**src/rtl/sas_pkg.sv**
```systemverilog
`timescale 1ns / 1ps
package sas_pkg;

    localparam int unsigned STICK_W   = 12;
    localparam int unsigned HOLD_W    = 8;
    localparam int unsigned IDLE_W    = 16;
    localparam int unsigned CFG_IDX_W = 3;
    localparam int unsigned CFG_DAT_W = 16;

    localparam logic [STICK_W-1:0] LOCK_THR_RST = 12'd1200;
    localparam logic [STICK_W-1:0] LOCK_YAW_RST = 12'd1800;
    localparam logic [STICK_W-1:0] LOW_THR_RST  = 12'd1150;
    localparam logic [STICK_W-1:0] HIGH_THR_RST = 12'd1800;
    localparam logic [STICK_W-1:0] IDLE_THR_RST = 12'd1020;
    localparam logic [HOLD_W-1:0]  HOLD_RST     = 8'd5;
    localparam logic [IDLE_W-1:0]  IDLE_RST     = 16'd2000;

    typedef enum logic [CFG_IDX_W-1:0] {
        CFG_LOCK_THR  = 3'd0,
        CFG_LOCK_YAW  = 3'd1,
        CFG_LOW_THR   = 3'd2,
        CFG_HIGH_THR  = 3'd3,
        CFG_IDLE_THR  = 3'd4,
        CFG_HOLD_TKS  = 3'd5,
        CFG_IDLE_TKS  = 3'd6
    } t_cfg_idx;

    typedef enum logic [2:0] {
        PH_WAIT_LOW  = 3'd0,
        PH_WAIT_HIGH = 3'd1,
        PH_WAIT_LOW2 = 3'd2,
        PH_ARMING    = 3'd3,
        PH_ARMED     = 3'd4,
        PH_LOCKING   = 3'd5
    } t_phase;

    typedef struct packed {
        logic [STICK_W-1:0] lock_throttle_below;
        logic [STICK_W-1:0] lock_yaw_above;
        logic [STICK_W-1:0] low_throttle_below;
        logic [STICK_W-1:0] high_throttle_above;
        logic [STICK_W-1:0] idle_throttle_below;
        logic [HOLD_W-1:0]  high_hold_ticks;
        logic [IDLE_W-1:0]  idle_disarm_ticks;
    } t_cfg;

    typedef struct packed {
        t_phase             phase;
        logic [HOLD_W-1:0]  hold_cnt;
        logic [IDLE_W-1:0]  idle_cnt;
        logic               armed;
        logic               led_solid;
    } t_state;

    typedef struct packed {
        logic baro_zero;
        logic flash_load;
    } t_pulse;

endpackage

```
**src/rtl/sas_in_if.sv**
```systemverilog
`timescale 1ns / 1ps
interface sas_in_if;
    logic                         valid;
    logic                         ready;
    logic [sas_pkg::STICK_W-1:0]  throttle;
    logic [sas_pkg::STICK_W-1:0]  yaw_stick;
    logic                         armed_cleared;

    modport source (output valid, output throttle, output yaw_stick,
                    output armed_cleared, input ready);
    modport sink   (input valid, input throttle, input yaw_stick,
                    input armed_cleared, output ready);
endinterface

```
**src/rtl/sas_out_if.sv**
```systemverilog
`timescale 1ns / 1ps
interface sas_out_if;
    logic       valid;
    logic       ready;
    logic       armed;
    logic       led_solid;
    logic       baro_zero;
    logic       flash_load;
    logic [2:0] phase;

    modport source (output valid, output armed, output led_solid, output baro_zero,
                    output flash_load, output phase, input ready);
    modport sink   (input valid, input armed, input led_solid, input baro_zero,
                    input flash_load, input phase, output ready);
endinterface

```
**src/rtl/sas_cfg_regs.sv**
```systemverilog
`timescale 1ns / 1ps
module sas_cfg_regs (
    input  logic                            i_clk,
    input  logic                            i_rst_n,
    input  logic                            i_cfg_we,
    input  logic [sas_pkg::CFG_IDX_W-1:0]   i_cfg_idx,
    input  logic [sas_pkg::CFG_DAT_W-1:0]   i_cfg_data,
    output sas_pkg::t_cfg                   o_cfg
);

    sas_pkg::t_cfg r_cfg;
    sas_pkg::t_cfg n_cfg;

    always_comb begin
        n_cfg = r_cfg;
        if (i_cfg_we) begin
            case (sas_pkg::t_cfg_idx'(i_cfg_idx))
                sas_pkg::CFG_LOCK_THR: begin
                    n_cfg.lock_throttle_below = i_cfg_data[sas_pkg::STICK_W-1:0];
                end
                sas_pkg::CFG_LOCK_YAW: begin
                    n_cfg.lock_yaw_above = i_cfg_data[sas_pkg::STICK_W-1:0];
                end
                sas_pkg::CFG_LOW_THR: begin
                    n_cfg.low_throttle_below = i_cfg_data[sas_pkg::STICK_W-1:0];
                end
                sas_pkg::CFG_HIGH_THR: begin
                    n_cfg.high_throttle_above = i_cfg_data[sas_pkg::STICK_W-1:0];
                end
                sas_pkg::CFG_IDLE_THR: begin
                    n_cfg.idle_throttle_below = i_cfg_data[sas_pkg::STICK_W-1:0];
                end
                sas_pkg::CFG_HOLD_TKS: begin
                    n_cfg.high_hold_ticks = i_cfg_data[sas_pkg::HOLD_W-1:0];
                end
                sas_pkg::CFG_IDLE_TKS: begin
                    n_cfg.idle_disarm_ticks = i_cfg_data[sas_pkg::IDLE_W-1:0];
                end
                default: begin
                    // ignore writes beyond the register list
                end
            endcase
        end
    end

    always_ff @(posedge i_clk) begin
        if (!i_rst_n) begin
            r_cfg.lock_throttle_below <= sas_pkg::LOCK_THR_RST;
            r_cfg.lock_yaw_above      <= sas_pkg::LOCK_YAW_RST;
            r_cfg.low_throttle_below  <= sas_pkg::LOW_THR_RST;
            r_cfg.high_throttle_above <= sas_pkg::HIGH_THR_RST;
            r_cfg.idle_throttle_below <= sas_pkg::IDLE_THR_RST;
            r_cfg.high_hold_ticks     <= sas_pkg::HOLD_RST;
            r_cfg.idle_disarm_ticks   <= sas_pkg::IDLE_RST;
        end else begin
            r_cfg <= n_cfg;
        end
    end

    assign o_cfg = r_cfg;

endmodule

```
**src/rtl/sas_step.sv**
```systemverilog
`timescale 1ns / 1ps
module sas_step (
    input  sas_pkg::t_cfg                   i_cfg,
    input  sas_pkg::t_state                 i_state,
    input  logic [sas_pkg::STICK_W-1:0]     i_throttle,
    input  logic [sas_pkg::STICK_W-1:0]     i_yaw_stick,
    input  logic                            i_armed_cleared,
    output sas_pkg::t_state                 o_state,
    output sas_pkg::t_pulse                 o_pulse
);

    logic                           gesture;
    logic                           thr_low;
    logic                           thr_high;
    logic                           thr_idle;
    logic                           armed_in;
    sas_pkg::t_phase                phase_in;
    logic [sas_pkg::HOLD_W-1:0]     hold_inc;
    logic [sas_pkg::IDLE_W-1:0]     idle_inc;

    assign gesture  = (i_throttle < i_cfg.lock_throttle_below)
                   && (i_yaw_stick > i_cfg.lock_yaw_above);
    assign thr_low  = i_throttle < i_cfg.low_throttle_below;
    assign thr_high = i_throttle > i_cfg.high_throttle_above;
    assign thr_idle = i_throttle < i_cfg.idle_throttle_below;
    // external clear lands before the phase logic
    assign armed_in = i_armed_cleared ? 1'b0 : i_state.armed;
    // disarm gesture overrides the current phase in the same tick
    assign phase_in = gesture ? sas_pkg::PH_LOCKING : i_state.phase;
    assign hold_inc = i_state.hold_cnt + sas_pkg::HOLD_W'(1);
    assign idle_inc = i_state.idle_cnt + sas_pkg::IDLE_W'(1);

    always_comb begin
        o_state       = i_state;
        o_state.armed = armed_in;
        o_state.phase = phase_in;
        case (phase_in)
            sas_pkg::PH_WAIT_LOW: begin
                if (thr_low) begin
                    o_state.phase = sas_pkg::PH_WAIT_HIGH;
                end
            end
            sas_pkg::PH_WAIT_HIGH: begin
                if (thr_high) begin
                    if (hold_inc > i_cfg.high_hold_ticks) begin
                        o_state.hold_cnt = '0;
                        o_state.phase    = sas_pkg::PH_WAIT_LOW2;
                    end else begin
                        o_state.hold_cnt = hold_inc;
                    end
                end
            end
            sas_pkg::PH_WAIT_LOW2: begin
                if (thr_low) begin
                    o_state.phase = sas_pkg::PH_ARMING;
                end
            end
            sas_pkg::PH_ARMING: begin
                o_state.armed     = 1'b1;
                o_state.led_solid = 1'b1;
                o_state.phase     = sas_pkg::PH_ARMED;
            end
            sas_pkg::PH_ARMED: begin
                if (thr_idle) begin
                    o_state.idle_cnt = idle_inc;
                    if (i_state.idle_cnt > i_cfg.idle_disarm_ticks) begin
                        o_state.phase = sas_pkg::PH_LOCKING;
                    end
                end else if (!armed_in) begin
                    o_state.phase = sas_pkg::PH_LOCKING;
                end else begin
                    o_state.idle_cnt = '0;
                end
            end
            sas_pkg::PH_LOCKING: begin
                o_state.led_solid = 1'b0;
                o_state.idle_cnt  = '0;
                o_state.armed     = 1'b0;
                o_state.phase     = sas_pkg::PH_WAIT_LOW;
            end
            default: begin
                o_state.phase = sas_pkg::PH_LOCKING;
            end
        endcase
    end

    always_comb begin
        o_pulse = '0;
        case (phase_in)
            sas_pkg::PH_WAIT_LOW2: begin
                o_pulse.baro_zero = thr_low;
            end
            sas_pkg::PH_LOCKING: begin
                o_pulse.flash_load = 1'b1;
            end
            default: begin
                // no pulse in the other phases
            end
        endcase
    end

endmodule

```
**src/rtl/stick_arming_sequencer.sv**
```systemverilog
`timescale 1ns / 1ps
// Stick arming sequencer: one stick sample item per control tick in, one status item out.
// Input channel i_in carries throttle, yaw_stick and armed_cleared; output channel
// o_out carries armed, led_solid, the baro_zero and flash_load pulses and the phase.
// Both channels move an item on a clock edge where valid and ready are high.
// Thresholds and tick counts sit in seven registers written through the plain
// write port (i_cfg_we, i_cfg_idx, i_cfg_data); write them only while no item is
// in flight. Indexes beyond the list are ignored.
// The item's transition is computed from the port values and the sequencer state,
// and the result lands in the output register on the accept edge. Throughput is one
// item per cycle while the receiver does not stall; the single output register sets it.
// When the receiver stalls, the output register holds its item and i_in.ready
// drops until it is taken; a new item is accepted in the same cycle the held one
// leaves. Reset (synchronous, active low) clears the output valid, returns the
// sequence to the wait-low phase with zero counters, disarmed and LED flashing,
// and loads the register defaults.
module stick_arming_sequencer (
    input  logic                            i_clk,
    input  logic                            i_rst_n,
    input  logic                            i_cfg_we,
    input  logic [sas_pkg::CFG_IDX_W-1:0]   i_cfg_idx,
    input  logic [sas_pkg::CFG_DAT_W-1:0]   i_cfg_data,
    sas_in_if.sink                          i_in,
    sas_out_if.source                       o_out
);

    sas_pkg::t_cfg      cfg;
    sas_pkg::t_state    r_state;
    sas_pkg::t_state    n_state;
    sas_pkg::t_pulse    step_pulse;
    sas_pkg::t_pulse    r_pulse;
    logic               r_out_valid;
    logic               in_take;

    sas_cfg_regs u_cfg_regs (
        .i_clk      (i_clk),
        .i_rst_n    (i_rst_n),
        .i_cfg_we   (i_cfg_we),
        .i_cfg_idx  (i_cfg_idx),
        .i_cfg_data (i_cfg_data),
        .o_cfg      (cfg)
    );

    sas_step u_step (
        .i_cfg           (cfg),
        .i_state         (r_state),
        .i_throttle      (i_in.throttle),
        .i_yaw_stick     (i_in.yaw_stick),
        .i_armed_cleared (i_in.armed_cleared),
        .o_state         (n_state),
        .o_pulse         (step_pulse)
    );

    // accept whenever the output slot is empty or being drained this cycle
    assign i_in.ready = !r_out_valid || o_out.ready;
    assign in_take    = i_in.valid && i_in.ready;

    // sequencer state; the output item mirrors it, so the state register doubles
    // as the result register for armed, LED mode and phase
    always_ff @(posedge i_clk) begin
        if (!i_rst_n) begin
            r_state.phase     <= sas_pkg::PH_WAIT_LOW;
            r_state.hold_cnt  <= '0;
            r_state.idle_cnt  <= '0;
            r_state.armed     <= 1'b0;
            r_state.led_solid <= 1'b0;
        end else if (in_take) begin
            r_state <= n_state;
        end
    end

    // pulses live only in the result item; hold them while stalled
    always_ff @(posedge i_clk) begin
        if (in_take) begin
            r_pulse <= step_pulse;
        end
    end

    always_ff @(posedge i_clk) begin
        if (!i_rst_n) begin
            r_out_valid <= 1'b0;
        end else if (in_take) begin
            r_out_valid <= 1'b1;
        end else if (o_out.ready) begin
            r_out_valid <= 1'b0;
        end
    end

    assign o_out.valid      = r_out_valid;
    assign o_out.armed      = r_state.armed;
    assign o_out.led_solid  = r_state.led_solid;
    assign o_out.baro_zero  = r_pulse.baro_zero;
    assign o_out.flash_load = r_pulse.flash_load;
    assign o_out.phase      = r_state.phase;

    // locking always ends disarmed and back at the first phase
    a_flash_ends_lock: assert property (@(posedge i_clk) disable iff (!i_rst_n)
        (r_out_valid && r_pulse.flash_load)
            |-> (r_state.phase == sas_pkg::PH_WAIT_LOW) && !r_state.armed
                && !r_state.led_solid)
        else $error("flash_load without completed lock");

    // barometer zeroing only on entry to the arming phase
    a_baro_on_arming: assert property (@(posedge i_clk) disable iff (!i_rst_n)
        (r_out_valid && r_pulse.baro_zero) |-> (r_state.phase == sas_pkg::PH_ARMING))
        else $error("baro_zero outside arming entry");

    // the armed phase is only reached with the LED solid
    a_armed_led: assert property (@(posedge i_clk) disable iff (!i_rst_n)
        (r_state.phase == sas_pkg::PH_ARMED) |-> r_state.led_solid)
        else $error("armed phase with flashing LED");

    // state advances only on an accepted item
    a_state_holds: assert property (@(posedge i_clk) disable iff (!i_rst_n)
        !in_take |=> $stable(r_state))
        else $error("sequencer state moved without an item");

endmodule

```
**src/flat_wrapper.sv**
```systemverilog
// flat-port wrapper written by rule: the top's interface ports become plain ports
module stick_arming_sequencer_flat 
  (i_clk, i_rst_n, i_cfg_we, i_cfg_idx, i_cfg_data, i_in_valid, i_in_throttle, i_in_yaw_stick, i_in_armed_cleared, i_in_ready, o_out_valid, o_out_armed, o_out_led_solid, o_out_baro_zero, o_out_flash_load, o_out_phase, o_out_ready);
  sas_in_if i_in_i ();
  sas_out_if o_out_i ();
  input  logic i_clk;
  input  logic i_rst_n;
  input  logic i_cfg_we;
  input  logic [sas_pkg::CFG_IDX_W-1:0] i_cfg_idx;
  input  logic [sas_pkg::CFG_DAT_W-1:0] i_cfg_data;
  input wire logic [$bits(i_in_i.valid)-1:0] i_in_valid;
  input wire logic [$bits(i_in_i.throttle)-1:0] i_in_throttle;
  input wire logic [$bits(i_in_i.yaw_stick)-1:0] i_in_yaw_stick;
  input wire logic [$bits(i_in_i.armed_cleared)-1:0] i_in_armed_cleared;
  output wire logic [$bits(i_in_i.ready)-1:0] i_in_ready;
  output wire logic [$bits(o_out_i.valid)-1:0] o_out_valid;
  output wire logic [$bits(o_out_i.armed)-1:0] o_out_armed;
  output wire logic [$bits(o_out_i.led_solid)-1:0] o_out_led_solid;
  output wire logic [$bits(o_out_i.baro_zero)-1:0] o_out_baro_zero;
  output wire logic [$bits(o_out_i.flash_load)-1:0] o_out_flash_load;
  output wire logic [$bits(o_out_i.phase)-1:0] o_out_phase;
  input wire logic [$bits(o_out_i.ready)-1:0] o_out_ready;
  assign i_in_i.valid = i_in_valid;
  assign i_in_i.throttle = i_in_throttle;
  assign i_in_i.yaw_stick = i_in_yaw_stick;
  assign i_in_i.armed_cleared = i_in_armed_cleared;
  assign i_in_ready = i_in_i.ready;
  assign o_out_valid = o_out_i.valid;
  assign o_out_armed = o_out_i.armed;
  assign o_out_led_solid = o_out_i.led_solid;
  assign o_out_baro_zero = o_out_i.baro_zero;
  assign o_out_flash_load = o_out_i.flash_load;
  assign o_out_phase = o_out_i.phase;
  assign o_out_i.ready = o_out_ready;
  stick_arming_sequencer u_core (.i_clk(i_clk), .i_rst_n(i_rst_n), .i_cfg_we(i_cfg_we), .i_cfg_idx(i_cfg_idx), .i_cfg_data(i_cfg_data), .i_in(i_in_i), .o_out(o_out_i));
endmodule
```
**config.mk**
```make
export PLATFORM = sky130hd
export DESIGN_NAME = stick_arming_sequencer_flat
export DESIGN_NICKNAME = d
export VERILOG_FILES = /design/src/rtl/sas_pkg.sv /design/src/rtl/sas_in_if.sv /design/src/rtl/sas_out_if.sv /design/src/rtl/sas_cfg_regs.sv /design/src/rtl/sas_step.sv /design/src/rtl/stick_arming_sequencer.sv /design/src/flat_wrapper.sv
export SDC_FILE = /design/constraint.sdc
export NUM_CORES = 1
export LEC_CHECK = 0
export ABC_AREA = 1
export BUFFER_PORTS_ARGS = -buffer_cell sky130_fd_sc_hd__buf_2
export CORE_ASPECT_RATIO = 0.8
export CORE_MARGIN = 5
export CORE_UTILIZATION = 60
export DETAILED_ROUTE_END_ITERATION = 10
export GPL_TIMING_DRIVEN = 1
export PLACE_DENSITY = 0.85
export RECOVER_POWER = 50
export SYNTH_ARGS = -nofsm -noshare
export SYNTH_HDL_FRONTEND = slang
export SYNTH_SLANG_ARGS = --single-unit
```
**constraint.sdc**
```tcl
create_clock -name i_clk -period 2.6 [get_ports i_clk]
set_input_delay 0 -clock i_clk [delete_from_list [all_inputs] [get_ports i_clk]]
set_output_delay 0 -clock i_clk [all_outputs]
set_load 0.05 [all_outputs]
```
[Word-level counts from Yosys, hierarchy flattened]
Index checks and enable logic that the tools add are counted.
Word-level totals
  word-level logic and storage cells: 73
  bits in read-only memories: 0
  bits in writable memories: 0
  bits in registers: 116
  bits of input ports: 49
  bits in latches: 0
  memories: 0
Operators by class
  $add $sub $neg: 2
  shift-type cells: 0
  magnitude comparators: 7
  div/mod/pow operators: 0
  multiply operators: 0
  bitwise operators: 0
  reductions and logical operators: 19
  equal/unequal tests: 12
  muxes and demuxes: 18
Operators by type and width (count)
  12-bit < comparator: 3
  16-bit two-way mux: 2
  16-bit one-hot mux with 2 select lines: 1
  12-bit greater-than comparator: 2
  3-bit two-way mux: 7
  3-bit one-hot mux with 6 select lines: 1
  16-bit by 1-bit adder with 16-bit output, second input constant: 1
  16-bit greater-than comparator: 1
  2-bit AND reduction: 8
  3-bit equality test, second input constant: 5
  3-bit by 2-bit equality test with 1-bit output, second input constant: 4
  11-bit two-way mux: 1
  8-bit by 1-bit adder with 8-bit output, second input constant: 1
  8-bit greater-than comparator: 1
  8-bit two-way mux: 1
  3-bit by 1-bit equality test with 1-bit output, second input constant: 2
  3-bit logical NOT: 2
  3-bit AND reduction: 2
  2-bit nonzero test: 3
  1-bit two-way mux: 4
  2-bit one-hot mux with 2 select lines: 1
  3-bit inequality test, second input constant: 1
  1-bit logical AND: 2
  1-bit logical NOT: 1
  1-bit logical OR: 1

[Logic depth before layout (Yosys ltp)]
Gate-level depths: netlist (run 1).
  depth after elaboration: 6
  depth in mapped cells: 18
  depth with buffers taken out: 17

[Hierarchy]
A second synthesis (run 1) with hierarchy kept.
Second synthesis, totals
  cell total of the unflattened synthesis: 1269
  area, all modules: 8121.5 sq um
Modules (own cells, without submodules)
  sas_step: instances 1, cells an instance 615, area each 3394.5 sq um
  sas_cfg_regs: instances 1, cells an instance 453, area each 3228.1 sq um
  stick_arming_sequencer: instances 1, cells an instance 201, area each 1498.9 sq um

[Worst setup path after synthesis (run 1)]
No wires, ideal clock.
  kind: reg2reg
  start point: register u_core.r_state[18] (netlist name)
  end point: register, netlist name u_core.o_out.phase[1]
  path buffers: 0
  library setup time: 0.120 ns
  path slack: 0.252 ns
  arrival time: 2.228 ns
  stages on the path, launching flop included: 17
  path through: dfxtp_1 -> inv_1 -> nor3_1 -> nand3_1 -> nor3_1 -> xor2_1 -> ha_1 -> nand2_1 -> inv_1 -> nor3_1 -> nand2_1 -> nand2_1 -> o21ai_0 -> nand2_1 -> nand2_1 -> nand2_1 -> a21oi_1
Between the ends
  cells in the longest elaborated chain, start to end: 5
Ends and longest elaborated chain
  from (decl): line stick_arming_sequencer.sv:28  | sas_pkg::t_state r_state;
  from (signal assigned): line stick_arming_sequencer.sv:68  | r_state <= n_state;
  8-bit by 1-bit adder with 8-bit output: line sas_step.sv:30  | assign hold_inc = i_state.hold_cnt + sas_pkg::HOLD_W'(1);
  8-bit greater-than comparator: line sas_step.sv:45  | if (hold_inc > i_cfg.high_hold_ticks) begin
  3-bit two-way mux: line sas_step.sv:45
  11-bit two-way mux: line sas_step.sv:44  | if (thr_high) begin
  3-bit one-hot mux with 6 select lines: line sas_step.sv:37  | case (phase_in)
No other way between the ends.
A chain may end at the register's enable or synchronous reset.

[Worst setup path after layout (run 1)]
  start point: register u_core.r_state[20] (netlist name)
  end point: register u_core.r_state[20] (netlist name)
Between the ends
  cells in the longest elaborated chain, start to end: 3
Ends and longest elaborated chain (line)
  8-bit by 1-bit adder with 8-bit output (*): sas_step.sv:30
  8-bit greater-than comparator: sas_step.sv:45
  8-bit two-way mux (*): sas_step.sv:45
Mark *: on every way between the ends. The rest lies on a longest branch, timed or not.

==> metrics, run 1 <==
Detail Route Antenna Nets 0; die area approximately 14000 um2; DR iter-0 viols around 660; Mapped Avg Cell Area 7.09 um2; Worst-path clk slew 60 ps; Fin Setup TNS 0 ps; Mapped Area just under 7000 um2; Inst Count DP 1165; Area Overhead vs Synth 20.2%; Floorplan Core Area about 11000 um2; Mapped Cells 976; Row Count 35; Leakage Power 4.12 nW; CP endpoint kind flip-flop; Synthesis Warnings 0; max_slew headroom 0.631; most used cell, CP nand2_1; Crit path depth 16; gr ovfl total 0; CP arrival roughly 2900 ps; Critical-path top delay cell dfxtp_2; Non-Filler Instances 1220; crit path launch type flip-flop; cell count of the worst reg-to-reg path 16; final wirelength between 15000 and 20000 um; hpwl dp 12000 um; I/O pin count 58; Die Height 106 um; Initial Util 0.608; Synth Register Bits roughly 120; commonest non-fill, non-tap cells in the layout nand2_1, inv_1, dfxtp_1, nor2_1, ha_1; vias after detailed routing approximately 6700; Worst VDD drop 0.000474 V; Fill cells 872; actual slew at the worst max-slew pin 553 ps; status finished clean; Cell Chain, Critical Path inv_2 -> nor3_4 -> nand3_2 -> nor3_4 -> xor2_2 -> ha_1 -> nand2_1 -> inv_1 -> nor3_2 -> nand2_1 -> nand2_4 -> buf_6 -> nand2_2 -> nand4_1 -> nand2_1 -> nor2_1; register area share after synthesis 0.338; htree depth 4; clk buf depth 2; Final Hold Vio Count 0; Fin Clk Skew between 6 and 7 ps; fmax a little under 0.4 GHz; Crit Path Class flip-flop to flip-flop; Final #Nets 1191; CTS tree built; register area between 2000 and 2500 um2; Vias/cell 5.48; Synth cell types 34; Slew Limit Fails 0; total track usage 0.265; Max Cap Viol 0; commonest non-fill, non-tap cell in the layout nand2_1; final setup vio count 0; pin count of the biggest net entering global routing 82; WP data required 2950 ps; P per Cell Area 639 nW/um2; DRT Pass-1 Iters 6; min-delay worst type input pin to flip-flop; layout cells sized above 1 0.128; Clk Latency, worst-skew pair 420 ps; Syn Nets 1108; RSZ-0062 raised after global routing yes; # DRC 0; placed inst area 7360 um2; final core utilization 0.731; crit-path leading delay family simple AND/OR/NAND/NOR gates; diode count 0; initial antenna violation count 0; CP Max Fanout 7; max incr delay on CP 330 ps; fin crit period approximately 2500 ps; Die Wd 130 um; cts bufs inserted 17; Sink Count about 120; vias in the first global route 6202; IO Port Bufs 57; Final Cycle Share 0.968; total power between 5 and 6 mW; hold path depth 3; Worst Path Buf+Inv 3; multi-input logic area around 3900 um2; routability cong. just under 0.9; final instance area between 8000 and 9000 um2; first-pass GRT wire length 29400 um; CTS Root Cell clkbuf_16; WL per Instance 14.6 um
-- where the power goes --
| part | total [mW] | internal, mW | switching [mW] |
|---|---|---|---|
| Combinational | 0.797 | 0.292 | 0.505 |
| Sequential | 1.92 | 1.86 | 0.0544 |
| Clock | 2.60 | 1.73 | 0.866 |
| Total | 5.32 | 3.89 | 1.43 |
-- registers in the layout, indices dropped and copies added, names as in the netlist --
signal / count
u_core.r_state: 24
u_core.o_out.armed: 1
u_core.o_out.baro_zero: 1
u_core.o_out.flash_load: 1
u_core.u_cfg_regs.o_cfg: 84
u_core.o_out.led_solid: 1
u_core.o_out.phase: 3
u_core.o_out.valid: 1
-- per-layer routing --
metal  vias to the layer above  share of wire  routed length, um  global-route usage
met3                        41          0.070               1240              0.0578
met5                         -              0                  0                   0
met2                       247           0.46               8220               0.414
met4                         0          0.017                302              0.0682
li1                       3341              -                  -                   -
met1                      3051           0.45               8090               0.370
-- tightest hold or removal path, delay by kind of cell --
family,cells,cell delay (ps)
simple gates,1,150
buf+inv,1,80
compound gates,1,160
-- worst paths after layout --
kind                                             startpoint                           to  slack (ps)
worst max-delay path                     u_core.r_state[20]           u_core.r_state[20]          80
worst min-delay path                             i_in_valid           u_core.o_out.valid          20
worst max register to register           u_core.r_state[20]           u_core.r_state[20]          80
worst min register to register  u_core.u_cfg_regs.o_cfg[37]  u_core.u_cfg_regs.o_cfg[37]         460
-- stage by stage --
stage                     worst slack, ps  hold WS, ps
after global placement                108          283
after global routing                -80.5         32.6
final                                84.3         18.9
after detailed placement             16.0          285
after floorplan                       252          126
after CTS                            42.7         7.08
-- kinds of logic after synthesis --
| logic type | share of synthesized area |
|---|---|
| XOR/XNOR | 0.0202 |
| buffers and inverters | 0.109 |
| AO/OA/AOI/OAI | 0.156 |
| flip-flops | 0.338 |
| AND/OR/NAND/NOR | 0.226 |
| adder cells (fa/ha/maj) | 0.150 |
-- synth_stat cells --
master / count / share of area
inv_1: 162 / 0.088
xor2_1: 16 / 0.020
ha_1: 83 / 0.15
nor2_2: 3 / 0.0027
a21boi_0: 1 / 0.0011
nand4_2: 1 / 0.0018
nand3_1: 30 / 0.022
o21ai_2: 2 / 0.0025
dfxtp_1: 114 / 0.33
a21o_1: 1 / 0.0011
buf_4: 4 / 0.0043
nor4_1: 5 / 0.0045
a31oi_1: 2 / 0.0018
o21ai_4: 1 / 0.0023
o21bai_1: 2 / 0.0022
edfxtp_1: 2 / 0.0087
nor2_1: 101 / 0.055
o21a_1: 1 / 0.0011
nand4_1: 15 / 0.014
o21ai_0: 67 / 0.048
nand2_4: 1 / 0.0016
buf_6: 2 / 0.0033
nor3_2: 2 / 0.0029
nand2_2: 1 / 0.00090
a21oi_1: 80 / 0.058
clkbuf_1: 20 / 0.011
o211ai_1: 35 / 0.038
buf_1: 1 / 0.00054
nand3_2: 2 / 0.0029
nor3_1: 12 / 0.0087
clkinv_1: 1 / 0.00054
inv_2: 2 / 0.0011
buf_2: 1 / 0.00072
nand2_1: 203 / 0.11
-- layout make-up --
class,instances,area share
Multi-Input combinational cell,667,0.467
Inverter,165,0.0744
Clock buffer,21,0.0591
Sequential cell,116,0.282
Tap cell,148,0.0223
Clock inverter,11,0.0206
Timing Repair Buffer,92,0.0747
-- repair_timing --
action                                  CTS  global route
endpoints found under the setup margin   10            11
hold buffers                             18             0
buffers inserted                          0             5
gates resized for setup                   4            17
endpoints found under the hold margin    64             0
pin swaps                                 1            18
(Power assumes the default switching activity.)
==> run 2: changes to the inputs <==
- CORE_ASPECT_RATIO: 0.8 -> 2
==> run 2 against run 1 <==
  * The flow now finishes with violations (capacitance limit, slew limit)
  * First-iteration DRC count is 47% lower
  * Power is 1.7% lower
  * Largest power group unchanged
  * Sequential power is essentially flat
  * Critical path depth did not move
==> metrics, run 2 (same netlist as run 1, synthesis figures left out) <==
status finished with violations; failing checks capacitance limit, slew limit; CP endpoint kind flip-flop; Die Height 162 um (+53%); DR iter-0 viols 350 (-47%); Worst-path clk slew 50 ps (about the same); CP Max Fanout 6 (-1); first-pass GRT wire length 29900 um (+1.6%); Sink Count 116 (unchanged); cell count of the worst reg-to-reg path 16 (unchanged); gr ovfl total 0 (unchanged); Detail Route Antenna Nets 0 (unchanged); crit path launch type flip-flop; htree depth 4 (unchanged); Vias/cell 5.54 (+1.1%); I/O pin count 58 (unchanged); clk buf depth 2 (unchanged); diode count 0 (unchanged); Final #Nets 1188 (-0.25%); Post-Place Setup Slack -35.4 ps (-51.4 ps); Inst Count DP 1160 (-0.43%); vias after detailed routing 6701 (+0.31%); final wirelength 18400 um (+3.3%); Row Count 55 (+57%); Slew Limit Fails 45 (+45); placed inst area 7370 um2 (+0.17%); PnR worst setup slack 105 ps (+20.8 ps); Area Overhead vs Synth 18.3%; WL per Instance 15.2 um (+4.1%); vias in the first global route 6616 (+6.7%); layout cells sized above 1 0.106 (-0.0220); total track usage 0.268 (+0.00324); Clk Latency, worst-skew pair 410 ps (about the same); die area 13900 um2 (+0.84%); final setup vio count 0 (unchanged); P per Cell Area 638 nW/um2 (-0.15%); Initial Util 0.610 (+0.00168); min-delay worst type input pin to flip-flop; actual slew at the worst max-slew pin 1810 ps (+1250 ps); Min Hold Slack 34.4 ps (+15.5 ps); CP arrival 2840 ps (-30 ps); WP data required 2940 ps (about the same); commonest non-fill, non-tap cell in the layout nand2_1; reg2reg start u_core.r_state[20]; # DRC 0 (unchanged); final instance area 8190 um2 (-1.6%); routability cong. 0.917 (+2.6%); CP Launch Point u_core.r_state[20]; Fin Clk Skew 5.23 ps (-1.12 ps); Leakage Power 4.05 nW (-1.6%); DRT Pass-1 Iters 5 (-1); hpwl dp 13100 um (+9.2%); Reg2Reg Setup Slack 110 ps (+20 ps); Final Hold Vio Count 0 (unchanged); cts bufs inserted 17 (unchanged); Die Wd 86.0 um (-34%); Max Cap Viol 1 (+1); Floorplan Core Area 11400 um2 (-0.27%); fin crit period 2490 ps (-20.8 ps); Final Cycle Share 0.960 (-0.00799); initial antenna violation count 0 (unchanged); CTS Root Cell clkbuf_16; Worst VDD drop 0.000517 V (+8.9%); max_slew headroom -0.204 (-0.835); fmax 0.401 GHz (+0.83%); critical path capture point u_core.r_state[20]; IO Port Bufs 57 (unchanged); Crit Path Class flip-flop to flip-flop; pin count of the biggest net entering global routing 45 (-45%); commonest non-fill, non-tap cells in the layout nand2_1, inv_1, dfxtp_1, nor2_1, ha_1; Fill cells 872 (unchanged); max reg flops 84 (unchanged); r2r endpoint u_core.r_state[20]; Non-Filler Instances 1210 (-0.82%); CTS tree built
## run 2: cell count changes in the layout (fill, tap and decap cells not counted), sizes merged
cell      before  now
buf           74   62
clkinv         3    8
bufinv         4    5
clkinvlp       5    0
clkbuf        21   28
## run 2: how the worst min path moves through the flow
stage / startpoint / endpoint / depth (start not counted)
2_1_floorplan: i_cfg_data[0] / u_core.u_cfg_regs.o_cfg[16] / 2
3_3_place_gp: o_out_ready / u_core.o_out.valid / 4
3_5_place_dp: i_cfg_data[14] / u_core.u_cfg_regs.o_cfg[14] / 3
4_1_cts: i_in_valid / u_core.o_out.phase[1] / 4
5_1_grt: i_in_valid / u_core.o_out.valid / 3
6_report: i_in_valid / u_core.o_out.phase[1] / 4
## run 2: stage by stage
step / util / total power, mW / TNS (ps)
finish: 0.721 / 5.23 / 0
global route: 0.721 / 5.42 / -682
CTS: 0.721 / 5.22 / 0
detailed placement: 0.649 / 2.69 / -156
global placement: 0.649 / 2.66 / 0
floorplan: - / 2.45 / 0
## run 2: area by class of cell
type                    instances  area [um2]  share of cell area
clock inverters                12         185              0.0226
clock buffers                  19         443              0.0541
flip-flops and latches        116        2340               0.286
inverters                     165         619              0.0756
repair buffers                 89         562              0.0686
well taps                     142         178              0.0217
multi-input cells             667        3860               0.471
## run 2: timing repair
item,4_1_cts,5_1_grt
endpoints found under the setup margin,8,10
pin swaps,0,6
hold buffers,18,0
setup buffers,0,1
gates resized for setup,1,9
endpoints found under the hold margin,61,0
## run 2: report_power, final
group | internal [mW] | switching, mW | leakage [nW] | total [mW]
combinational | 0.283 | 0.498 | 2.79 | 0.781
clock | 1.71 | 0.817 | 0.316 | 2.52
sequential | 1.86 | 0.0577 | 0.949 | 1.92
## run 2: critical path: stages, from the launching register on
cell	delay, ps
dfxtp_2	340
inv_1	80
nor3_4	230
nand3_2	110
nor3_2	200
xor2_1	230
ha_1	280
nand2_1	80
inv_1	50
nor3_2	170
nand2_1	120
nand2_2	150
buf_12	120
nand2_1	40
nand4_1	90
nand2_1	50
nor2_1	70
## run 2: metal layers
metal / track usage / vias to the layer above / part of all wire
met5: 0 / - / 0
met4: 0.161 / 0 / 0.051
met3: 0.0472 / 67 / 0.053
met2: 0.498 / 222 / 0.54
met1: 0.268 / 3089 / 0.35
li1: - / 3323 / -
